[config.mk]
export PLATFORM = sky130hd
export DESIGN_NAME = air_quality_fan_mode_controller
export DESIGN_NICKNAME = d
export VERILOG_FILES = /design/src/rtl/core/aqfc_pkg.sv /design/src/rtl/core/air_quality_fan_mode_controller.sv /design/src/rtl/core/aqfc_eval.sv
export SDC_FILE = /design/constraint.sdc
export NUM_CORES = 1
export LEC_CHECK = 0
export BUFFER_PORTS_ARGS = -buffer_cell sky130_fd_sc_hd__buf_2
export CAP_MARGIN = 40
export CORE_MARGIN = 8
export CORE_UTILIZATION = 25
export CTS_BUF_LIST = sky130_fd_sc_hd__clkbuf_8
export CTS_CLUSTER_DIAMETER = 100
export DETAILED_ROUTE_END_ITERATION = 7
export GPL_ROUTABILITY_DRIVEN = 1
export SYNTH_ARGS = -nofsm -noshare
export SYNTH_HDL_FRONTEND = slang
export SYNTH_HIERARCHICAL = 1
export SYNTH_SLANG_ARGS = --single-unit
export TNS_END_PERCENT = 1
[constraint.sdc]
create_clock -name i_clk -period 4.2 [get_ports i_clk]
set_clock_uncertainty 0.15 [all_clocks]
set_input_delay 0.84 -clock i_clk [delete_from_list [all_inputs] [get_ports i_clk]]
set_output_delay 0.84 -clock i_clk [all_outputs]
set_load 0.05 [all_outputs]
[src/rtl/core/aqfc_pkg.sv]
// ----------------------------------------------------------------------------
// Air quality fan controller package
// Shared types, event codes, register indexes and reset values.
// ----------------------------------------------------------------------------
package aqfc_pkg;

    localparam int unsigned READING_W  = 16;
    localparam int unsigned APB_ADDR_W = 5;
    localparam int unsigned APB_DATA_W = 32;
    localparam int unsigned REG_IDX_W  = 3;

    // Event codes carried in the command field.
    localparam logic [2:0] CMD_PM25  = 3'd0;
    localparam logic [2:0] CMD_ENV   = 3'd1;
    localparam logic [2:0] CMD_WIFI  = 3'd2;
    localparam logic [2:0] CMD_MODE  = 3'd3;
    localparam logic [2:0] CMD_LEVEL = 3'd4;
    localparam logic [2:0] CMD_POWER = 3'd5;

    // Operating modes.
    localparam logic [1:0] AUTO_MODE   = 2'd0;
    localparam logic [1:0] MANUAL_MODE = 2'd1;
    localparam logic [1:0] NIGHT_MODE  = 2'd2;

    // Fan levels.
    localparam logic [1:0] LEVEL_OFF  = 2'd0;
    localparam logic [1:0] LEVEL_LOW  = 2'd1;
    localparam logic [1:0] LEVEL_MID  = 2'd2;
    localparam logic [1:0] LEVEL_HIGH = 2'd3;

    // Configuration register indexes.
    localparam logic [REG_IDX_W-1:0] REG_PM25_LOW    = 3'd0;
    localparam logic [REG_IDX_W-1:0] REG_PM25_MID    = 3'd1;
    localparam logic [REG_IDX_W-1:0] REG_PM25_ALARM  = 3'd2;
    localparam logic [REG_IDX_W-1:0] REG_TVOC_BOOST  = 3'd3;
    localparam logic [REG_IDX_W-1:0] REG_TVOC_ALARM  = 3'd4;
    localparam logic [REG_IDX_W-1:0] REG_TVOC_MAX    = 3'd5;
    localparam logic [REG_IDX_W-1:0] REG_ECO2_BOOST  = 3'd6;
    localparam logic [REG_IDX_W-1:0] REG_FILTER_HRS  = 3'd7;

    // Reset values.
    localparam logic [READING_W-1:0] RST_PM25_LOW   = 16'd75;
    localparam logic [READING_W-1:0] RST_PM25_MID   = 16'd115;
    localparam logic [READING_W-1:0] RST_PM25_ALARM = 16'd150;
    localparam logic [READING_W-1:0] RST_TVOC_BOOST = 16'd500;
    localparam logic [READING_W-1:0] RST_TVOC_ALARM = 16'd1000;
    localparam logic [READING_W-1:0] RST_TVOC_MAX   = 16'd2000;
    localparam logic [READING_W-1:0] RST_ECO2_BOOST = 16'd1000;
    localparam logic [READING_W-1:0] RST_FILTER_HRS = 16'd0;
    localparam logic [READING_W-1:0] RST_ECO2       = 16'd400;

    // Filter usage above this many hours asks for a replacement.
    localparam logic [READING_W-1:0] FILTER_HOURS_LIMIT = 16'd300;

    typedef struct packed {
        logic [2:0]           command;
        logic [READING_W-1:0] pm25_reading;
        logic [READING_W-1:0] tvoc_reading;
        logic [READING_W-1:0] eco2_reading;
        logic                 link_up;
        logic [1:0]           mode_request;
        logic [1:0]           fan_level_request;
    } t_in_item;

    typedef struct packed {
        logic [1:0] fan_drive_level;
        logic       fan_on;
        logic       pollution_alert;
        logic       filter_alert;
        logic       any_warning;
        logic       manual_active;
        logic       night_active;
        logic       link_status;
        logic [1:0] current_mode;
    } t_out_item;

    typedef struct packed {
        logic [READING_W-1:0] pm25_low_limit;
        logic [READING_W-1:0] pm25_mid_limit;
        logic [READING_W-1:0] pm25_alarm_limit;
        logic [READING_W-1:0] tvoc_boost_limit;
        logic [READING_W-1:0] tvoc_alarm_limit;
        logic [READING_W-1:0] tvoc_max_limit;
        logic [READING_W-1:0] eco2_boost_limit;
        logic [READING_W-1:0] filter_hours_used;
    } t_cfg;

    typedef struct packed {
        logic [1:0]           mode;
        logic [1:0]           fan_level;
        logic                 power_on;
        logic                 wifi;
        logic [READING_W-1:0] pm25;
        logic [READING_W-1:0] tvoc;
        logic [READING_W-1:0] eco2;
    } t_ctrl_state;

endpackage

[src/rtl/core/air_quality_fan_mode_controller.sv]
// ----------------------------------------------------------------------------
// Air quality fan mode controller
// Event driven fan mode and alert logic with an APB register file.
// ----------------------------------------------------------------------------
// Each result is registered in the main result register, or in the skid
// entry if that register stalls. One event per cycle while the skid is free.
// A two-entry output buffer keeps events flowing for one stalled result.
// Reset (synchronous, active low) restores the default limits, auto mode,
// fan level off, power on, link down and the default readings.
module air_quality_fan_mode_controller (
    input  logic                                i_clk,
    input  logic                                i_rst_n,
    // Event channel
    input  logic                                i_in_valid,
    output logic                                o_in_ready,
    input  aqfc_pkg::t_in_item                  i_in_data,
    // Status channel
    output logic                                o_out_valid,
    input  logic                                i_out_ready,
    output aqfc_pkg::t_out_item                 o_out_data,
    // Register port
    input  logic                                psel,
    input  logic                                penable,
    input  logic                                pwrite,
    input  logic [aqfc_pkg::APB_ADDR_W-1:0]     paddr,
    input  logic [aqfc_pkg::APB_DATA_W-1:0]     pwdata,
    output logic [aqfc_pkg::APB_DATA_W-1:0]     prdata,
    output logic                                pready
);

    // Register file. Every register is 16 bits wide and sits at a word
    // address, so the index is simply the word offset in paddr.
    aqfc_pkg::t_cfg                      r_cfg;
    logic [aqfc_pkg::REG_IDX_W-1:0]      reg_idx;
    logic                                cfg_write;

    // Controller state, updated once per accepted event.
    aqfc_pkg::t_ctrl_state               r_state;
    aqfc_pkg::t_ctrl_state               n_state;
    aqfc_pkg::t_out_item                 result;

    // Output buffer: the main result register plus one skid entry.
    logic                                r_out_valid;
    aqfc_pkg::t_out_item                 r_out_data;
    logic                                r_skid_valid;
    aqfc_pkg::t_out_item                 r_skid_data;

    logic                                in_xfer;
    logic                                out_free;

    assign reg_idx   = paddr[aqfc_pkg::APB_ADDR_W-1:2];
    assign cfg_write = psel & penable & pwrite;
    assign pready    = 1'b1;

    always_comb begin
        unique case (reg_idx)
            aqfc_pkg::REG_PM25_LOW:   prdata = {16'd0, r_cfg.pm25_low_limit};
            aqfc_pkg::REG_PM25_MID:   prdata = {16'd0, r_cfg.pm25_mid_limit};
            aqfc_pkg::REG_PM25_ALARM: prdata = {16'd0, r_cfg.pm25_alarm_limit};
            aqfc_pkg::REG_TVOC_BOOST: prdata = {16'd0, r_cfg.tvoc_boost_limit};
            aqfc_pkg::REG_TVOC_ALARM: prdata = {16'd0, r_cfg.tvoc_alarm_limit};
            aqfc_pkg::REG_TVOC_MAX:   prdata = {16'd0, r_cfg.tvoc_max_limit};
            aqfc_pkg::REG_ECO2_BOOST: prdata = {16'd0, r_cfg.eco2_boost_limit};
            aqfc_pkg::REG_FILTER_HRS: prdata = {16'd0, r_cfg.filter_hours_used};
            default:                  prdata = '0;
        endcase
    end

    always_ff @(posedge i_clk) begin
        if (!i_rst_n) begin
            r_cfg.pm25_low_limit    <= aqfc_pkg::RST_PM25_LOW;
            r_cfg.pm25_mid_limit    <= aqfc_pkg::RST_PM25_MID;
            r_cfg.pm25_alarm_limit  <= aqfc_pkg::RST_PM25_ALARM;
            r_cfg.tvoc_boost_limit  <= aqfc_pkg::RST_TVOC_BOOST;
            r_cfg.tvoc_alarm_limit  <= aqfc_pkg::RST_TVOC_ALARM;
            r_cfg.tvoc_max_limit    <= aqfc_pkg::RST_TVOC_MAX;
            r_cfg.eco2_boost_limit  <= aqfc_pkg::RST_ECO2_BOOST;
            r_cfg.filter_hours_used <= aqfc_pkg::RST_FILTER_HRS;
        end else if (cfg_write) begin
            unique case (reg_idx)
                aqfc_pkg::REG_PM25_LOW:   r_cfg.pm25_low_limit    <= pwdata[15:0];
                aqfc_pkg::REG_PM25_MID:   r_cfg.pm25_mid_limit    <= pwdata[15:0];
                aqfc_pkg::REG_PM25_ALARM: r_cfg.pm25_alarm_limit  <= pwdata[15:0];
                aqfc_pkg::REG_TVOC_BOOST: r_cfg.tvoc_boost_limit  <= pwdata[15:0];
                aqfc_pkg::REG_TVOC_ALARM: r_cfg.tvoc_alarm_limit  <= pwdata[15:0];
                aqfc_pkg::REG_TVOC_MAX:   r_cfg.tvoc_max_limit    <= pwdata[15:0];
                aqfc_pkg::REG_ECO2_BOOST: r_cfg.eco2_boost_limit  <= pwdata[15:0];
                aqfc_pkg::REG_FILTER_HRS: r_cfg.filter_hours_used <= pwdata[15:0];
                default: begin
                end
            endcase
        end
    end

    // The evaluation is purely combinational from the held state and the
    // incoming event; its next state and result are captured together.
    aqfc_eval u_eval (
        .i_state  (r_state),
        .i_cfg    (r_cfg),
        .i_item   (i_in_data),
        .o_state  (n_state),
        .o_result (result)
    );

    // Events are taken whenever the skid entry is free. With the main
    // result register stalled, the next result lands in the skid entry,
    // which then holds off further transfers until it drains.
    assign o_in_ready = ~r_skid_valid;
    assign in_xfer    = i_in_valid & o_in_ready;
    assign out_free   = ~r_out_valid | i_out_ready;

    always_ff @(posedge i_clk) begin
        if (!i_rst_n) begin
            r_state.mode      <= aqfc_pkg::AUTO_MODE;
            r_state.fan_level <= aqfc_pkg::LEVEL_OFF;
            r_state.power_on  <= 1'b1;
            r_state.wifi      <= 1'b0;
            r_state.pm25      <= '0;
            r_state.tvoc      <= '0;
            r_state.eco2      <= aqfc_pkg::RST_ECO2;
        end else if (in_xfer) begin
            r_state <= n_state;
        end
    end

    always_ff @(posedge i_clk) begin
        if (!i_rst_n) begin
            r_out_valid  <= 1'b0;
            r_skid_valid <= 1'b0;
        end else if (out_free) begin
            if (r_skid_valid) begin
                r_out_valid  <= 1'b1;
                r_out_data   <= r_skid_data;
                r_skid_valid <= 1'b0;
            end else begin
                r_out_valid <= in_xfer;
                if (in_xfer) begin
                    r_out_data <= result;
                end
            end
        end else if (in_xfer) begin
            r_skid_valid <= 1'b1;
            r_skid_data  <= result;
        end
    end

    assign o_out_valid = r_out_valid;
    assign o_out_data  = r_out_data;

endmodule

[src/rtl/core/aqfc_eval.sv]
// ----------------------------------------------------------------------------
// Air quality fan controller event evaluation
// Applies one event to the controller state and derives the status result.
// ----------------------------------------------------------------------------
module aqfc_eval (
    input  aqfc_pkg::t_ctrl_state i_state,
    input  aqfc_pkg::t_cfg        i_cfg,
    input  aqfc_pkg::t_in_item    i_item,
    output aqfc_pkg::t_ctrl_state o_state,
    output aqfc_pkg::t_out_item   o_result
);

    aqfc_pkg::t_ctrl_state upd;
    logic [1:0]            pm25_level;
    logic [1:0]            auto_level;
    logic                  boost;
    logic                  force_high;
    logic                  pollution;
    logic                  filter_due;
    logic [1:0]            drive;

    // Event decode: only the fields that belong to the event are taken.
    always_comb begin
        upd = i_state;
        unique case (i_item.command)
            aqfc_pkg::CMD_PM25: begin
                upd.pm25 = i_item.pm25_reading;
            end
            aqfc_pkg::CMD_ENV: begin
                upd.tvoc = i_item.tvoc_reading;
                upd.eco2 = i_item.eco2_reading;
            end
            aqfc_pkg::CMD_WIFI: begin
                upd.wifi = i_item.link_up;
            end
            aqfc_pkg::CMD_MODE: begin
                if (i_item.mode_request == aqfc_pkg::AUTO_MODE ||
                    i_item.mode_request == aqfc_pkg::MANUAL_MODE ||
                    i_item.mode_request == aqfc_pkg::NIGHT_MODE) begin
                    upd.mode = i_item.mode_request;
                end
            end
            aqfc_pkg::CMD_LEVEL: begin
                if (i_state.mode == aqfc_pkg::MANUAL_MODE) begin
                    upd.fan_level = i_item.fan_level_request;
                end
            end
            aqfc_pkg::CMD_POWER: begin
                upd.power_on = ~i_state.power_on;
            end
            default: begin
            end
        endcase
    end

    // Threshold evaluation on the updated readings.
    always_comb begin
        if (upd.pm25 <= i_cfg.pm25_low_limit) begin
            pm25_level = aqfc_pkg::LEVEL_LOW;
        end else if (upd.pm25 <= i_cfg.pm25_mid_limit) begin
            pm25_level = aqfc_pkg::LEVEL_MID;
        end else begin
            pm25_level = aqfc_pkg::LEVEL_HIGH;
        end
        boost      = (upd.tvoc > i_cfg.tvoc_boost_limit) || (upd.eco2 > i_cfg.eco2_boost_limit);
        force_high = (upd.pm25 > i_cfg.pm25_alarm_limit) || (upd.tvoc > i_cfg.tvoc_max_limit);
        if (force_high) begin
            auto_level = aqfc_pkg::LEVEL_HIGH;
        end else if (boost && pm25_level == aqfc_pkg::LEVEL_LOW) begin
            auto_level = aqfc_pkg::LEVEL_MID;
        end else begin
            auto_level = pm25_level;
        end
        pollution  = (upd.pm25 > i_cfg.pm25_alarm_limit) ||
                     (upd.tvoc > i_cfg.tvoc_alarm_limit);
        filter_due = i_cfg.filter_hours_used > aqfc_pkg::FILTER_HOURS_LIMIT;
    end

    always_comb begin
        o_state = upd;
        if (upd.mode == aqfc_pkg::NIGHT_MODE) begin
            o_state.fan_level = aqfc_pkg::LEVEL_LOW;
        end else if (upd.mode != aqfc_pkg::MANUAL_MODE) begin
            o_state.fan_level = auto_level;
        end
        drive = o_state.power_on ? o_state.fan_level : aqfc_pkg::LEVEL_OFF;

        o_result.fan_drive_level = drive;
        o_result.fan_on          = drive != aqfc_pkg::LEVEL_OFF;
        o_result.pollution_alert = pollution;
        o_result.filter_alert    = filter_due;
        o_result.any_warning     = pollution | filter_due;
        o_result.manual_active   = upd.mode == aqfc_pkg::MANUAL_MODE;
        o_result.night_active    = upd.mode == aqfc_pkg::NIGHT_MODE;
        o_result.link_status     = upd.wifi;
        o_result.current_mode    = upd.mode;
    end

endmodule

==> impl_summary.log <==
INFO  metric worst_pin_slew = 0.8992 ns
INFO  metric cts_setup_buffers = 0
INFO  metric met1_usage = 15.17%
INFO  metric power.static_leakage = 6.537 nW
INFO  metric final_layout_size_suffix_gt1_share = 17.70%
INFO  metric io_pins = 146
INFO  metric reg2regPathDepth = 11
INFO  metric startpoint_type = input pin
INFO  metric critPathRequiredTime = 4.35 ns
INFO  metric timing.critical_path.arrival = 3.98 ns
INFO  metric setup_ws = 0.3744 ns
INFO  metric die_area = 57330 µm²
INFO  metric setup_viol = 0
INFO  metric grt_use_total = 13.39%
INFO  metric number_of_nets_in_the_final_layout = 1735
INFO  metric number_of_buffers_inserted_by_port_buffering = 110
INFO  metric timing.final.max_slew_violations = 0
INFO  metric worstSkewPairLatency = 0.55 ns
INFO  metric detailedPlace.worstSlack = -0.1664 ns
INFO  metric gp_congestion = 0.8570
INFO  metric syn_area_per_cell = 8.897 µm²
INFO  metric worst_hold_path.endpoint = r_state[1]$_SDFFE_PN0P_
INFO  metric yosysUniqueCellTypes = 69
INFO  metric detail_route.wl_per_cell = 17.66 µm
INFO  metric cts_root_buffer = clkbuf_8
INFO  metric filler_cell_count = 5244
INFO  metric yosys_register_bits = 206
INFO  metric detail_route.drc_violations = 0
INFO  metric drt_pass1_iterations = 5
INFO  metric p_total = 4.708 mW
INFO  metric achievable-frequency = 261.4 MHz
INFO  metric post_drt_via_cell_ratio = 4.729
INFO  metric worst-path-max-fanout = 9
INFO  metric maximum_vdd_drop = 155.6 µV
INFO  metric max-clock-path-buffers = 3
INFO  metric wire_length_of_the_first_global_routing_pass = 60160 µm
INFO  metric fin_tns_setup = 0 ns
INFO  metric number_of_buffers_added_by_the_clock_tree_synthesis_step = 37
INFO  metric min_from = r_state[1]$_SDFFE_PN0P_
INFO  metric antenna_found_initial = 8
INFO  metric post_cts.resized_instances = 0
INFO  metric total_via_count_after_detailed_routing = 10510
INFO  metric placement_rows = 82
INFO  metric start_util = 25.08%
INFO  metric drt_antenna_net_count = 0
INFO  metric layout_min_cycle_time = 3.826 ns
INFO  metric run_status = completed
INFO  metric ys.flop_type = dfxtp_1
INFO  metric floorplan.core_area = 49760 µm²
INFO  metric syn_inst = 1403
INFO  metric synth_sequential_area_ratio = 34.80%
INFO  metric asyncSetResetFlopFracSynth = 0%
INFO  metric cts.sinks = 206
INFO  metric yosys_warning_count = 6
INFO  metric hpwl_dp = 30480 µm
INFO  metric r2r-start = r_state[39]$_SDFFE_PN0P_
INFO  metric quantity_of_hold_fixing_buffers_added_after_cts = 0
INFO  metric critical_path_class = in2reg
INFO  metric met2_usage = 24.30%
INFO  metric floorplan.die.width = 239.4 µm
INFO  metric synth_edf_count = 22
INFO  metric finalCritPeriodShare = 91.09%
INFO  metric gr-max-usage-layer = met2
INFO  metric grt-ovfl-total = 0
INFO  metric post_detailed_routing_wire_length = 39270 µm
INFO  metric grt_setup_unrepaired = no
INFO  metric die-height = 239.4 µm
INFO  metric setup.reg_to_reg.worst_slack = 1.04 ns
INFO  metric final.hold.worst_slack = 0.3085 ns
INFO  metric clock_tree_from_tritoncts = done
INFO  metric syn_area = 12480 µm²
INFO  metric critPathCaptureType = flop
INFO  metric globalRouteMet3Util = 2.243%
INFO  metric timing.final.hold_violations = 0
INFO  metric maxCapViolCount = 0
INFO  metric drt-initial-drc-count = 548
INFO  metric grt_max_degree = 141
INFO  metric via_count_of_the_first_global_routing_pass = 10750
INFO  metric timing.slew.headroom = 40.05%
INFO  metric cts_htree_levels = 2
INFO  metric worstHoldPathType = reg2reg
INFO  metric path_clk_slew = 0.06 ns
INFO  metric timing.rr.end = o_out_data[10]$_DFFE_PP_
INFO  metric power_density_over_the_cells = 322.2 nW/µm²
INFO  metric hold-path-cell-count = 2
INFO  metric flow.area_growth_from_synthesis = 17.07%
[power by group]
group          switching, mW  leakage, nW  internal [mW]
registers             0.0219         1.70           2.03
logic                  0.485         4.42          0.268
clock network          0.874        0.418           1.03
[sequential cells by signal, summed over array words and instances (netlist names)]
name,flops
r_state,54
r_skid_data,11
r_cfg,128
o_out_valid,1
r_skid_valid,1
o_out_data,11
[per-layer routing]
layer | vias up | part of all wire (%)
met1 | 5036 | 41
met5 | - | 0.089
met2 | 256 | 51
met4 | 6 | 3.9
met3 | 82 | 4.4
li1 | 5132 | -
[logic make-up after synthesis]
logic type	synth area share (%)
compound gates	14.52
flops	34.80
buf+inv	8.440
other cells	0.06017
simple gates	15.18
xor+xnor	0.07018
fa+ha+maj	11.23
mux	15.70
[per-stage QoR]
stage	area, µm²	instances	util [%]
2_1_floorplan	12540	1418	-
3_3_place_gp	13820	2153	27.76
3_5_place_dp	13870	2156	27.87
4_1_cts	14610	2220	29.35
5_1_grt	14610	2221	29.36
6_report	14610	2223	29.37
[synth_stat cells, types with 3 or more instances]
library cell | instances | area, µm²
nand2_1 | 237 | 889.6
dfxtp_1 | 184 | 3684
inv_1 | 127 | 476.7
mux2i_1 | 117 | 1171
ha_1 | 112 | 1401
a21boi_0 | 53 | 397.9
a21oi_1 | 53 | 265.3
clkbuf_1 | 43 | 161.4
mux2_1 | 39 | 439.2
o21ai_0 | 35 | 175.2
nor2_1 | 33 | 123.9
o211ai_1 | 32 | 240.2
mux2_2 | 31 | 349.1
nor2b_1 | 27 | 168.9
buf_4 | 26 | 195.2
nand4_1 | 24 | 150.1
edfxtp_1 | 22 | 660.6
buf_2 | 18 | 90.09
nand2b_1 | 16 | 100.1
nand3_1 | 15 | 75.07
nor3b_1 | 14 | 105.1
a22oi_1 | 12 | 90.09
a31oi_1 | 12 | 75.07
a32oi_1 | 12 | 105.1
a21o_1 | 10 | 75.07
a221oi_1 | 8 | 70.07
buf_6 | 7 | 78.83
buf_1 | 6 | 22.52
nor4_1 | 6 | 37.54
nor3_1 | 4 | 20.02
o21ai_1 | 4 | 20.02
o22a_1 | 4 | 35.03
o22ai_1 | 4 | 25.02
or3_1 | 4 | 25.02
o211a_1 | 3 | 30.03
o21a_1 | 3 | 22.52
o311ai_0 | 3 | 26.28
o31ai_1 | 3 | 22.52
or2_2 | 3 | 18.77
[worst max-delay path, cell delays in order]
cell and delay [ns]:
buf_2 0.14, nor3b_2 0.22, buf_4 0.22, buf_4 0.17
mux2_1 0.36, ha_1 0.31, nand4_1 0.16, a2111oi_0 0.59
or3_1 0.21, o21ai_1 0.08, o211ai_1 0.16, buf_4 0.19
a21oi_2 0.06, mux2_2 0.26
[layout make-up]
class	instances	area, µm²	share of cell area (%)
clock inverters	16	78.83	0.5394
repair buffers	168	1045	7.150
clock buffers	48	660.6	4.521
inverters	128	480.5	3.288
diodes	3	7.507	0.05137
multi-input cells	982	7156	48.97
well taps	672	840.8	5.754
flip-flops and latches	206	4344	29.73
[placed cells by master, fill, tap and decap left out, types with 32 or more instances in the layout]
| master | Yosys | final |
|---|---|---|
| buf_2 | 18 | 109 |
| clkbuf_8 | 0 | 48 |
| a21oi_1 | 53 | 53 |
| nor2_1 | 33 | 33 |
| a21boi_0 | 53 | 53 |
| o21ai_0 | 35 | 35 |
| ha_1 | 112 | 112 |
| mux2i_1 | 117 | 117 |
| dfxtp_1 | 184 | 184 |
| nand2_1 | 237 | 237 |
| mux2_1 | 39 | 39 |
| inv_1 | 127 | 136 |
| o211ai_1 | 32 | 32 |
| buf_4 | 26 | 54 |
[worst max path at each step]
stage	cells past startpoint	endpoint	slack, ns	start
after floorplan	12	o_out_data[10]$_DFFE_PP_	0.13	i_in_data[54]
after global placement	14	o_out_data[9]$_DFFE_PP_	-0.08	i_in_data[54]
after detailed placement	14	o_out_data[10]$_DFFE_PP_	-0.17	i_in_data[54]
after CTS	14	o_out_data[10]$_DFFE_PP_	0.43	i_in_data[54]
after global routing	13	o_out_data[10]$_DFFE_PP_	0.24	i_in_data[54]
final	14	o_out_data[9]$_DFFE_PP_	0.37	i_in_data[54]
Note: power is estimated with default switching activity, not from simulation.
